<file path="config.mk">
export PLATFORM = sky130hd
export DESIGN_NAME = utf8_to_glyph_shaper_top
export DESIGN_NICKNAME = d
export VERILOG_FILES = /design/src/rtl/utg_pkg.sv /design/src/rtl/utg_decode.sv /design/src/rtl/utg_out_queue.sv /design/src/rtl/utf8_to_glyph_shaper_top.sv
export SDC_FILE = /design/constraint.sdc
export NUM_CORES = 1
export LEC_CHECK = 0
export ABC_AREA = 1
export BUFFER_PORTS_ARGS = -buffer_cell sky130_fd_sc_hd__buf_2
export CORE_UTILIZATION = 30
export DETAILED_ROUTE_END_ITERATION = 6
export HOLD_SLACK_MARGIN = 0.06
export PLACE_DENSITY = 0.56
export SETUP_SLACK_MARGIN = 0.4
export SKIP_LAST_GASP = 1
export SYNTH_ARGS = -nofsm -noshare
export SYNTH_HDL_FRONTEND = slang
export SYNTH_SLANG_ARGS = --single-unit
</file>
<file path="constraint.sdc">
create_clock -name aclk -period 4.7 [get_ports aclk]
set_clock_uncertainty 0.05 [all_clocks]
set_input_delay 0.235 -clock aclk [delete_from_list [all_inputs] [get_ports aclk]]
set_output_delay 0.235 -clock aclk [all_outputs]
set_load 0.02 [all_outputs]
</file>
<file path="src/rtl/utg_pkg.sv">
// Shared types, constants and helper function of the UTF-8 glyph shaper.
package utg_pkg;

    localparam int OFFSET_BITS_DEFAULT = 16;
    localparam int CP_W                = 21;
    localparam int OFF_OUT_W           = 16;
    localparam int GLYPH_W             = 7;
    localparam int PX_W                = 24;
    localparam int MAX_RECS            = 4;
    localparam int REC_CNT_W           = 3;
    localparam int HELD_DEPTH          = 3;

    localparam logic [PX_W-1:0] PX_RESET = 24'd4096;

    // Lead and continuation byte classes: (byte & mask) == match.
    localparam logic [7:0] CONT_MASK   = 8'hC0;
    localparam logic [7:0] CONT_MATCH  = 8'h80;
    localparam logic [7:0] LEAD2_MASK  = 8'hE0;
    localparam logic [7:0] LEAD2_MATCH = 8'hC0;
    localparam logic [7:0] LEAD3_MASK  = 8'hF0;
    localparam logic [7:0] LEAD3_MATCH = 8'hE0;
    localparam logic [7:0] LEAD4_MASK  = 8'hF8;
    localparam logic [7:0] LEAD4_MATCH = 8'hF0;

    localparam logic [2:0] SEQ_LEN_1 = 3'd1;
    localparam logic [2:0] SEQ_LEN_2 = 3'd2;
    localparam logic [2:0] SEQ_LEN_3 = 3'd3;
    localparam logic [2:0] SEQ_LEN_4 = 3'd4;

    localparam logic [CP_W-1:0] GLYPH_FIRST_CP = 21'h20;
    localparam logic [CP_W-1:0] GLYPH_LAST_CP  = 21'h7E;

    typedef struct packed {
        logic [CP_W-1:0]      code_point;
        logic [OFF_OUT_W-1:0] cluster_offset;
    } utg_rec_t;

    typedef struct packed {
        utg_rec_t [MAX_RECS-1:0] recs;
        logic [REC_CNT_W-1:0]    count;
        logic                    fin;
    } utg_batch_t;

    // Printable ASCII maps to glyphs 1..95, everything else to the missing glyph.
    function automatic logic [GLYPH_W-1:0] glyph_of(input logic [CP_W-1:0] cp);
        logic [CP_W-1:0] idx;
        idx = cp - (GLYPH_FIRST_CP - 21'd1);
        if (cp >= GLYPH_FIRST_CP && cp <= GLYPH_LAST_CP) begin
            return idx[GLYPH_W-1:0];
        end
        return '0;
    endfunction

endpackage

</file>
<file path="src/rtl/utg_decode.sv">
// Sequence decoder: held bytes, partial value and byte position, and the records of one byte.
module utg_decode #(
    parameter int OFFSET_BITS = utg_pkg::OFFSET_BITS_DEFAULT
) (
    input  logic               aclk,
    input  logic               aresetn,
    input  logic               accept,
    input  logic [7:0]         text_byte,
    input  logic               final_byte,
    output utg_pkg::utg_batch_t batch
);

    logic [7:0]                  held_reg  [utg_pkg::HELD_DEPTH];
    logic [7:0]                  held_next [utg_pkg::HELD_DEPTH];
    logic [1:0]                  hc_reg, hc_next;
    logic [2:0]                  exp_reg, exp_next;
    logic [utg_pkg::CP_W-1:0]    pv_reg, pv_next;
    logic [OFFSET_BITS-1:0]      pos_reg, pos_next;

    logic                        is_cont;
    logic                        taken;
    logic [utg_pkg::CP_W-1:0]    pv_cont;
    logic [OFFSET_BITS-1:0]      start_held;
    logic [OFFSET_BITS-1:0]      start_fin;
    logic [2:0]                  lead_len;
    logic [utg_pkg::CP_W-1:0]    lead_val;
    logic [utg_pkg::REC_CNT_W-1:0] n;
    utg_pkg::utg_rec_t [utg_pkg::MAX_RECS-1:0] recs;

    always_comb begin
        lead_len = utg_pkg::SEQ_LEN_1;
        lead_val = utg_pkg::CP_W'(text_byte);
        if ((text_byte & utg_pkg::LEAD2_MASK) == utg_pkg::LEAD2_MATCH) begin
            lead_len = utg_pkg::SEQ_LEN_2;
            lead_val = utg_pkg::CP_W'(text_byte[4:0]);
        end else if ((text_byte & utg_pkg::LEAD3_MASK) == utg_pkg::LEAD3_MATCH) begin
            lead_len = utg_pkg::SEQ_LEN_3;
            lead_val = utg_pkg::CP_W'(text_byte[3:0]);
        end else if ((text_byte & utg_pkg::LEAD4_MASK) == utg_pkg::LEAD4_MATCH) begin
            lead_len = utg_pkg::SEQ_LEN_4;
            lead_val = utg_pkg::CP_W'(text_byte[2:0]);
        end
    end

    always_comb begin
        recs       = '0;
        n          = '0;
        held_next  = held_reg;
        hc_next    = hc_reg;
        exp_next   = exp_reg;
        pv_next    = pv_reg;
        pos_next   = pos_reg;
        taken      = 1'b0;
        start_fin  = '0;
        is_cont    = (text_byte & utg_pkg::CONT_MASK) == utg_pkg::CONT_MATCH;
        pv_cont    = {pv_reg[utg_pkg::CP_W-7:0], text_byte[5:0]};
        start_held = pos_reg - OFFSET_BITS'(hc_reg);

        if (hc_reg != 2'd0) begin
            if (is_cont) begin
                taken    = 1'b1;
                pos_next = pos_reg + OFFSET_BITS'(1);
                if ({1'b0, hc_reg} + 3'd1 >= exp_reg) begin
                    recs[0].code_point     = pv_cont;
                    recs[0].cluster_offset = utg_pkg::OFF_OUT_W'(start_held);
                    n        = 3'd1;
                    hc_next  = 2'd0;
                    exp_next = utg_pkg::SEQ_LEN_1;
                    pv_next  = '0;
                end else if (hc_reg != 2'd3) begin
                    held_next[hc_reg] = text_byte;
                    hc_next           = hc_reg + 2'd1;
                    pv_next           = pv_cont;
                end
            end else begin
                // Broken sequence: every held byte goes out alone at its own offset.
                for (int k = 0; k < utg_pkg::HELD_DEPTH; k++) begin
                    if (k < int'(hc_reg)) begin
                        recs[n[1:0]].code_point     = utg_pkg::CP_W'(held_reg[k]);
                        recs[n[1:0]].cluster_offset =
                            utg_pkg::OFF_OUT_W'(start_held + OFFSET_BITS'(k));
                        n = n + 3'd1;
                    end
                end
                hc_next  = 2'd0;
                exp_next = utg_pkg::SEQ_LEN_1;
                pv_next  = '0;
            end
        end

        if (!taken) begin
            if (lead_len == utg_pkg::SEQ_LEN_1) begin
                recs[n[1:0]].code_point     = utg_pkg::CP_W'(text_byte);
                recs[n[1:0]].cluster_offset = utg_pkg::OFF_OUT_W'(pos_reg);
                n = n + 3'd1;
            end else begin
                held_next[0] = text_byte;
                hc_next      = 2'd1;
                exp_next     = lead_len;
                pv_next      = lead_val;
            end
            pos_next = pos_reg + OFFSET_BITS'(1);
        end

        if (final_byte) begin
            // End of text inside a sequence: the held bytes go out one record each.
            start_fin = pos_next - OFFSET_BITS'(hc_next);
            for (int k = 0; k < utg_pkg::HELD_DEPTH; k++) begin
                if (k < int'(hc_next)) begin
                    recs[n[1:0]].code_point     = utg_pkg::CP_W'(held_next[k]);
                    recs[n[1:0]].cluster_offset =
                        utg_pkg::OFF_OUT_W'(start_fin + OFFSET_BITS'(k));
                    n = n + 3'd1;
                end
            end
            hc_next  = 2'd0;
            exp_next = utg_pkg::SEQ_LEN_1;
            pv_next  = '0;
            pos_next = '0;
        end
    end

    always_ff @(posedge aclk) begin
        if (!aresetn) begin
            hc_reg  <= 2'd0;
            exp_reg <= utg_pkg::SEQ_LEN_1;
            pv_reg  <= '0;
            pos_reg <= '0;
        end else if (accept) begin
            hc_reg  <= hc_next;
            exp_reg <= exp_next;
            pv_reg  <= pv_next;
            pos_reg <= pos_next;
        end
    end

    always_ff @(posedge aclk) begin
        if (accept) begin
            held_reg <= held_next;
        end
    end

    assign batch.recs  = recs;
    assign batch.count = n;
    assign batch.fin   = final_byte;

endmodule

</file>
<file path="src/rtl/utg_out_queue.sv">
// Result register holding the records of one byte and handing them out one word per cycle while m_ready is high.
module utg_out_queue (
    input  logic                              aclk,
    input  logic                              aresetn,
    input  logic                              load,
    input  utg_pkg::utg_batch_t               batch,
    output logic                              free,
    output logic                              m_valid,
    input  logic                              m_ready,
    output logic [utg_pkg::CP_W-1:0]          m_code_point,
    output logic [utg_pkg::GLYPH_W-1:0]       m_glyph_number,
    output logic [utg_pkg::OFF_OUT_W-1:0]     m_cluster_offset,
    output logic                              m_run_last,
    output logic                              m_text_last
);

    utg_pkg::utg_rec_t [utg_pkg::MAX_RECS-1:0] recs_reg;
    logic                                      fin_reg;
    logic [utg_pkg::REC_CNT_W-1:0]             cnt_reg;
    logic [1:0]                                idx_reg;
    logic                                      take;
    logic                                      last;
    utg_pkg::utg_rec_t                         cur;

    assign cur     = recs_reg[idx_reg];
    assign m_valid = cnt_reg != '0;
    assign take    = m_valid && m_ready;
    assign last    = ({1'b0, idx_reg} + 3'd1) == cnt_reg;
    // The next byte's records may load in the cycle the last word leaves.
    assign free    = (cnt_reg == '0) || (take && last);

    always_ff @(posedge aclk) begin
        if (!aresetn) begin
            cnt_reg <= '0;
            idx_reg <= 2'd0;
        end else if (load) begin
            cnt_reg <= batch.count;
            idx_reg <= 2'd0;
        end else if (take) begin
            if (last) begin
                cnt_reg <= '0;
                idx_reg <= 2'd0;
            end else begin
                idx_reg <= idx_reg + 2'd1;
            end
        end
    end

    always_ff @(posedge aclk) begin
        if (load) begin
            recs_reg <= batch.recs;
            fin_reg  <= batch.fin;
        end
    end

    assign m_code_point     = cur.code_point;
    assign m_glyph_number   = utg_pkg::glyph_of(cur.code_point);
    assign m_cluster_offset = cur.cluster_offset;
    assign m_run_last       = m_valid && last;
    assign m_text_last      = m_valid && last && fin_reg;

endmodule

</file>
<file path="src/rtl/utf8_to_glyph_shaper_top.sv">
// Top level of the UTF-8 to glyph record shaper with its pixel size register.
// The block takes one text byte per cycle while s_ready is high and returns one glyph
// record per decoded code point or per byte of a broken sequence, one record per output
// word. A byte may release several records, at most four (a broken sequence, or the
// final byte of a text that ends mid-sequence). The input is held until the output
// register has drained the records one word per cycle while m_ready is high, since the
// next byte's records load only as the last word leaves. The advance equals the pixel
// size register, which should only be written while no byte is in flight.
module utf8_to_glyph_shaper_top #(
    parameter int OFFSET_BITS = utg_pkg::OFFSET_BITS_DEFAULT
) (
    input  logic                              aclk,
    input  logic                              aresetn,
    input  logic                              s_valid,
    output logic                              s_ready,
    input  logic [7:0]                        s_text_byte,
    input  logic                              s_final_byte,
    output logic                              m_valid,
    input  logic                              m_ready,
    output logic [utg_pkg::CP_W-1:0]          m_code_point,
    output logic [utg_pkg::GLYPH_W-1:0]       m_glyph_number,
    output logic [utg_pkg::OFF_OUT_W-1:0]     m_cluster_offset,
    output logic [utg_pkg::PX_W-1:0]          m_advance_q9,
    output logic                              m_run_last,
    output logic                              m_text_last,
    input  logic                              cfg_valid,
    output logic                              cfg_ready,
    input  logic [utg_pkg::PX_W-1:0]          cfg_pixel_size_q8
);

    logic                      accept;
    logic                      free;
    logic [utg_pkg::PX_W-1:0]  px_reg;
    utg_pkg::utg_batch_t       batch;

    assign s_ready   = free;
    assign accept    = s_valid && s_ready;
    assign cfg_ready = 1'b1;

    always_ff @(posedge aclk) begin
        if (!aresetn) begin
            px_reg <= utg_pkg::PX_RESET;
        end else if (cfg_valid && cfg_ready) begin
            px_reg <= cfg_pixel_size_q8;
        end
    end

    // Half a pixel size in 1/512 units is the q8 pixel size itself.
    assign m_advance_q9 = px_reg;

    utg_decode #(
        .OFFSET_BITS(OFFSET_BITS)
    ) u_decode (
        .aclk      (aclk),
        .aresetn   (aresetn),
        .accept    (accept),
        .text_byte (s_text_byte),
        .final_byte(s_final_byte),
        .batch     (batch)
    );

    utg_out_queue u_out (
        .aclk            (aclk),
        .aresetn         (aresetn),
        .load            (accept),
        .batch           (batch),
        .free            (free),
        .m_valid         (m_valid),
        .m_ready         (m_ready),
        .m_code_point    (m_code_point),
        .m_glyph_number  (m_glyph_number),
        .m_cluster_offset(m_cluster_offset),
        .m_run_last      (m_run_last),
        .m_text_last     (m_text_last)
    );

    // With no word waiting, the input side is never stalled.
    a_ready_when_empty: assert property (@(posedge aclk) disable iff (!aresetn)
        !m_valid |-> s_ready)
        else $error("input stalled while no result is pending");

    // The last byte of a text always yields at least one record.
    a_final_yields: assert property (@(posedge aclk) disable iff (!aresetn)
        s_valid && s_ready && s_final_byte |=> m_valid && !s_ready || m_valid && m_ready)
        else $error("final byte produced no record");

    // A nonzero glyph only comes from printable ASCII.
    a_glyph_range: assert property (@(posedge aclk) disable iff (!aresetn)
        m_valid && m_glyph_number != '0 |->
            m_code_point >= utg_pkg::GLYPH_FIRST_CP && m_code_point <= utg_pkg::GLYPH_LAST_CP)
        else $error("glyph index for a code point outside printable ASCII");

    // End of text is flagged only on the closing word of a byte's records.
    a_text_last_closes: assert property (@(posedge aclk) disable iff (!aresetn)
        m_text_last |-> m_run_last && m_valid)
        else $error("text end flagged inside a run");

endmodule
</file>
==> metrics.md <==
| Metric | Value |
|---|---|
| Status | `completed` |
| Reg area | `5329 sq um` |
| Post-synth EDFFs | `134` |
| Util after Layout | `37.14%` |
| Full die area | `56450 sq um` |
| Xor/xnor share of the synthesized area | `1.939%` |
| WL final | `71130 um` |
| FFs w/ async S/R, synth | `0%` |
| Drt first pass iters | `6` |
| Total global routing overflow | `0` |
| Fin Setup TNS | `0 ns` |
| Slowest cell on the critical path | `dfxtp_2` |
| Slew margin rel. | `40.83%` |
| Number of vias per cell | `5.474` |
| Startpoint class of the critical path | `flip-flop` |
| Final worst-path setup slack | `0.4670 ns` |
| Worst Hold Depth | `3` |
| Slowest Stage Delay on Critical Path | `0.36 ns` |
| Synth unique cells | `63` |
| Top-count cell post-synth | `nand2_1` |
| DRC viols | `0` |
| Critical Path AT | `4.46 ns` |
| Leakage | `8.597 nW` |
| Final min period | `4.233 ns` |
| Yosys top cell area share | `24.17%` |
| Placed Area | `18420 sq um` |
| CP Data Required Time | `4.93 ns` |
| Fin area | `20180 sq um` |
| Post-Syn Instances | `2497` |
| Critical Path Fanout Max | `7` |
| Row cnt | `85` |
| Global Route Usage Sum | `24.72%` |
| Routability cong. | `0.9798` |
| Top cells by area, synth | `edfxtp_1 24%, nand2_1 12%, o21ai_0 8.9%, dfxtp_1 7.8%, inv_1 6.2%` |
| Initial antenna violation count | `1` |
| DR vias | `18646` |
| Num CTS Buffers | `17` |
| Reg2reg start | `u_decode.hc_reg[0]` |
| Pin count of the biggest net entering global routing | `83` |
| Dominant register cell in the synthesized netlist | `edfxtp_1` |
| Flops & latches, synth | `199` |
| RSZ-0062 raised after global routing | `true` |
| Pwr/cell area | `247.1 nW/um^2` |
| Clock sink count | `199` |
| Worst reg2reg path endpoint | `u_out.recs_reg[19]` |
| R2r setup slk | `0.47 ns` |
| Place WS | `-0.01993 ns` |
| Layout cells sized above 1 | `17.66%` |
| Cell Area, Synth | `16650 sq um` |
| Multiplexer area fraction after synthesis | `0%` |
| Fmax | `0.2362 GHz` |
| Net Count, Synth | `2575` |
| Adder-Cell Fraction of Synth Area | `3.096%` |
| Max reg flops | `109` |
| Boundary Pins | `111` |
| Simple-gate portion of the synthesized area | `28.61%` |
| Fill count | `5795` |
| Worst setup EP type | `flip-flop` |
| Cell taking the most area after synthesis | `edfxtp_1` |
| Post-synth top cells | `519 x nand2_1, 296 x o21ai_0, 273 x inv_1` |
| Setup Viol. Count Final | `0` |
| Post-Syn Area per Cell | `6.668 sq um` |
| Global-route wire length before repair | `105500 um` |
| Slew Viols, Final | `0` |
| Combinational family with the most area after synthesis | `simple AND/OR/NAND/NOR gates` |
| Initial Util | `30.64%` |
| R2R depth | `27` |
| Antenna-violating nets left | `0` |
| Root buffer cell | `clkbuf_16` |
| Tightest Pin Transition | `0.8794 ns` |
| Area grow syn2layout | `21.21%` |
| Chip Height | `237.6 um` |
| Hold EP | `m_advance_q9[15]` |
| Final Hold Viols | `0` |
| DR WL/cell | `20.88 um` |
| Clock slew at reported path FFs | `0.08 ns` |
| DP HPWL | `53210 um` |
| Worst hold start | `aresetn` |
| Yosys warns | `0` |
| Max Cap Violations | `0` |
| Drt first-iter violations | `2162` |
| Nets@finish | `2732` |
| IO Port Bufs | `109` |
| CTS Buffer Depth | `2` |
| Worst Setup Path Type | `reg -> reg` |
| Fin crit share | `90.06%` |
| Die outline width | `237.6 um` |
| H-tree depth | `4` |
| CORE AREA | `54350 sq um` |
| Vias in the first global route | `16877` |
| Max VDD drop | `0.0003052 V` |
| Multi-input gate area | `10190 sq um` |
| Hold crit path type | `in -> reg` |
| N_diodes | `0` |
| Worst-Skew Late Latency | `0.51 ns` |
| Register area share after synthesis | `31.98%` |
| CTS tree | `done` |
| Complex-gate fraction of the synthesized area | `24.24%` |
[critical path, delay by kind of cell, from the launching register on]
kind / cells / cell delay [ns]
adders and majority gates: 6 / 1.46
AOI/OAI and AO/OA: 6 / 0.90
buffers and inverters: 9 / 0.69
and+or+nand+nor: 6 / 0.55
DFF: 1 / 0.36
[timing repair]
item	CTS	global route
setup endpoints to repair	88	95
gates cloned	1	3
hold buffers	27	0
setup buffers	11	23
pin swaps	16	37
gates resized for setup	48	95
endpoints found under the hold margin	27	0
[per-layer routing]
metal	wire (um)	share of wire, %	global-route usage [%]
met2	29950	42	36.39
met4	1597	2.2	7.331
met3	6615	9.3	5.586
met1	32960	46	35.64
met5	11	0.015	0
[cell type report]
| class | count | share of cell area, % |
|---|---|---|
| clock buffer | 20 | 2.164 |
| clock inverter | 12 | 0.6509 |
| inverter | 302 | 5.740 |
| multi-input combinational | 1865 | 50.50 |
| sequential | 199 | 26.40 |
| tap | 739 | 4.581 |
| timing repair buffer | 269 | 9.962 |
[cell families after synthesis]
logic type / count (synthesis)
xor+xnor: 36
simple gates: 1088
other cells: 1
compound gates: 699
buf+inv: 434
flops: 199
fa+ha+maj: 40
[worst max path at each step]
stage                        from                   to  slack (ns)  cells past startpoint
3_5_place_dp   u_decode.hc_reg[0]   u_out.recs_reg[42]       -0.02                     25
2_1_floorplan  u_decode.hc_reg[0]  u_out.recs_reg[111]        0.40                     26
6_report       u_decode.hc_reg[0]   u_out.recs_reg[19]        0.47                     27
4_1_cts        u_decode.hc_reg[0]   u_out.recs_reg[19]        0.41                     27
5_1_grt        u_decode.hc_reg[0]  u_out.recs_reg[125]        0.35                     27
3_3_place_gp   u_decode.hc_reg[0]   u_out.recs_reg[45]        0.02                     24
[cell usage in the layout, fill, tap and decap left out, types with 27 or more instances in the layout]
| master | n |
|---|---|
| nor2_1 | 260 |
| nand2_2 | 27 |
| o211ai_1 | 57 |
| edfxtp_1 | 134 |
| ha_1 | 29 |
| inv_2 | 33 |
| nand4_1 | 28 |
| o21ai_0 | 281 |
| dfxtp_1 | 62 |
| buf_2 | 108 |
| dlygate4sd3_1 | 27 |
| inv_1 | 256 |
| nand3_1 | 164 |
| nand2_1 | 508 |
| buf_4 | 114 |
| o22ai_1 | 87 |
| a21oi_1 | 141 |
[through the flow]
stage	total power [mW]	hold WS, ns	instances
after floorplan	2.956	0.2839	2497
after global placement	3.396	0.3961	3309
after detailed placement	3.406	0.4053	3309
after CTS	4.948	0.09430	3380
after global routing	5.213	0.1454	3406
final	4.986	0.1341	3406
[power breakdown]
group	internal [mW]	switching (mW)
combinational	0.397	0.962
clock	0.705	0.788
sequential	2.07	0.0647
total	3.17	1.81
(Power assumes the default switching activity.)
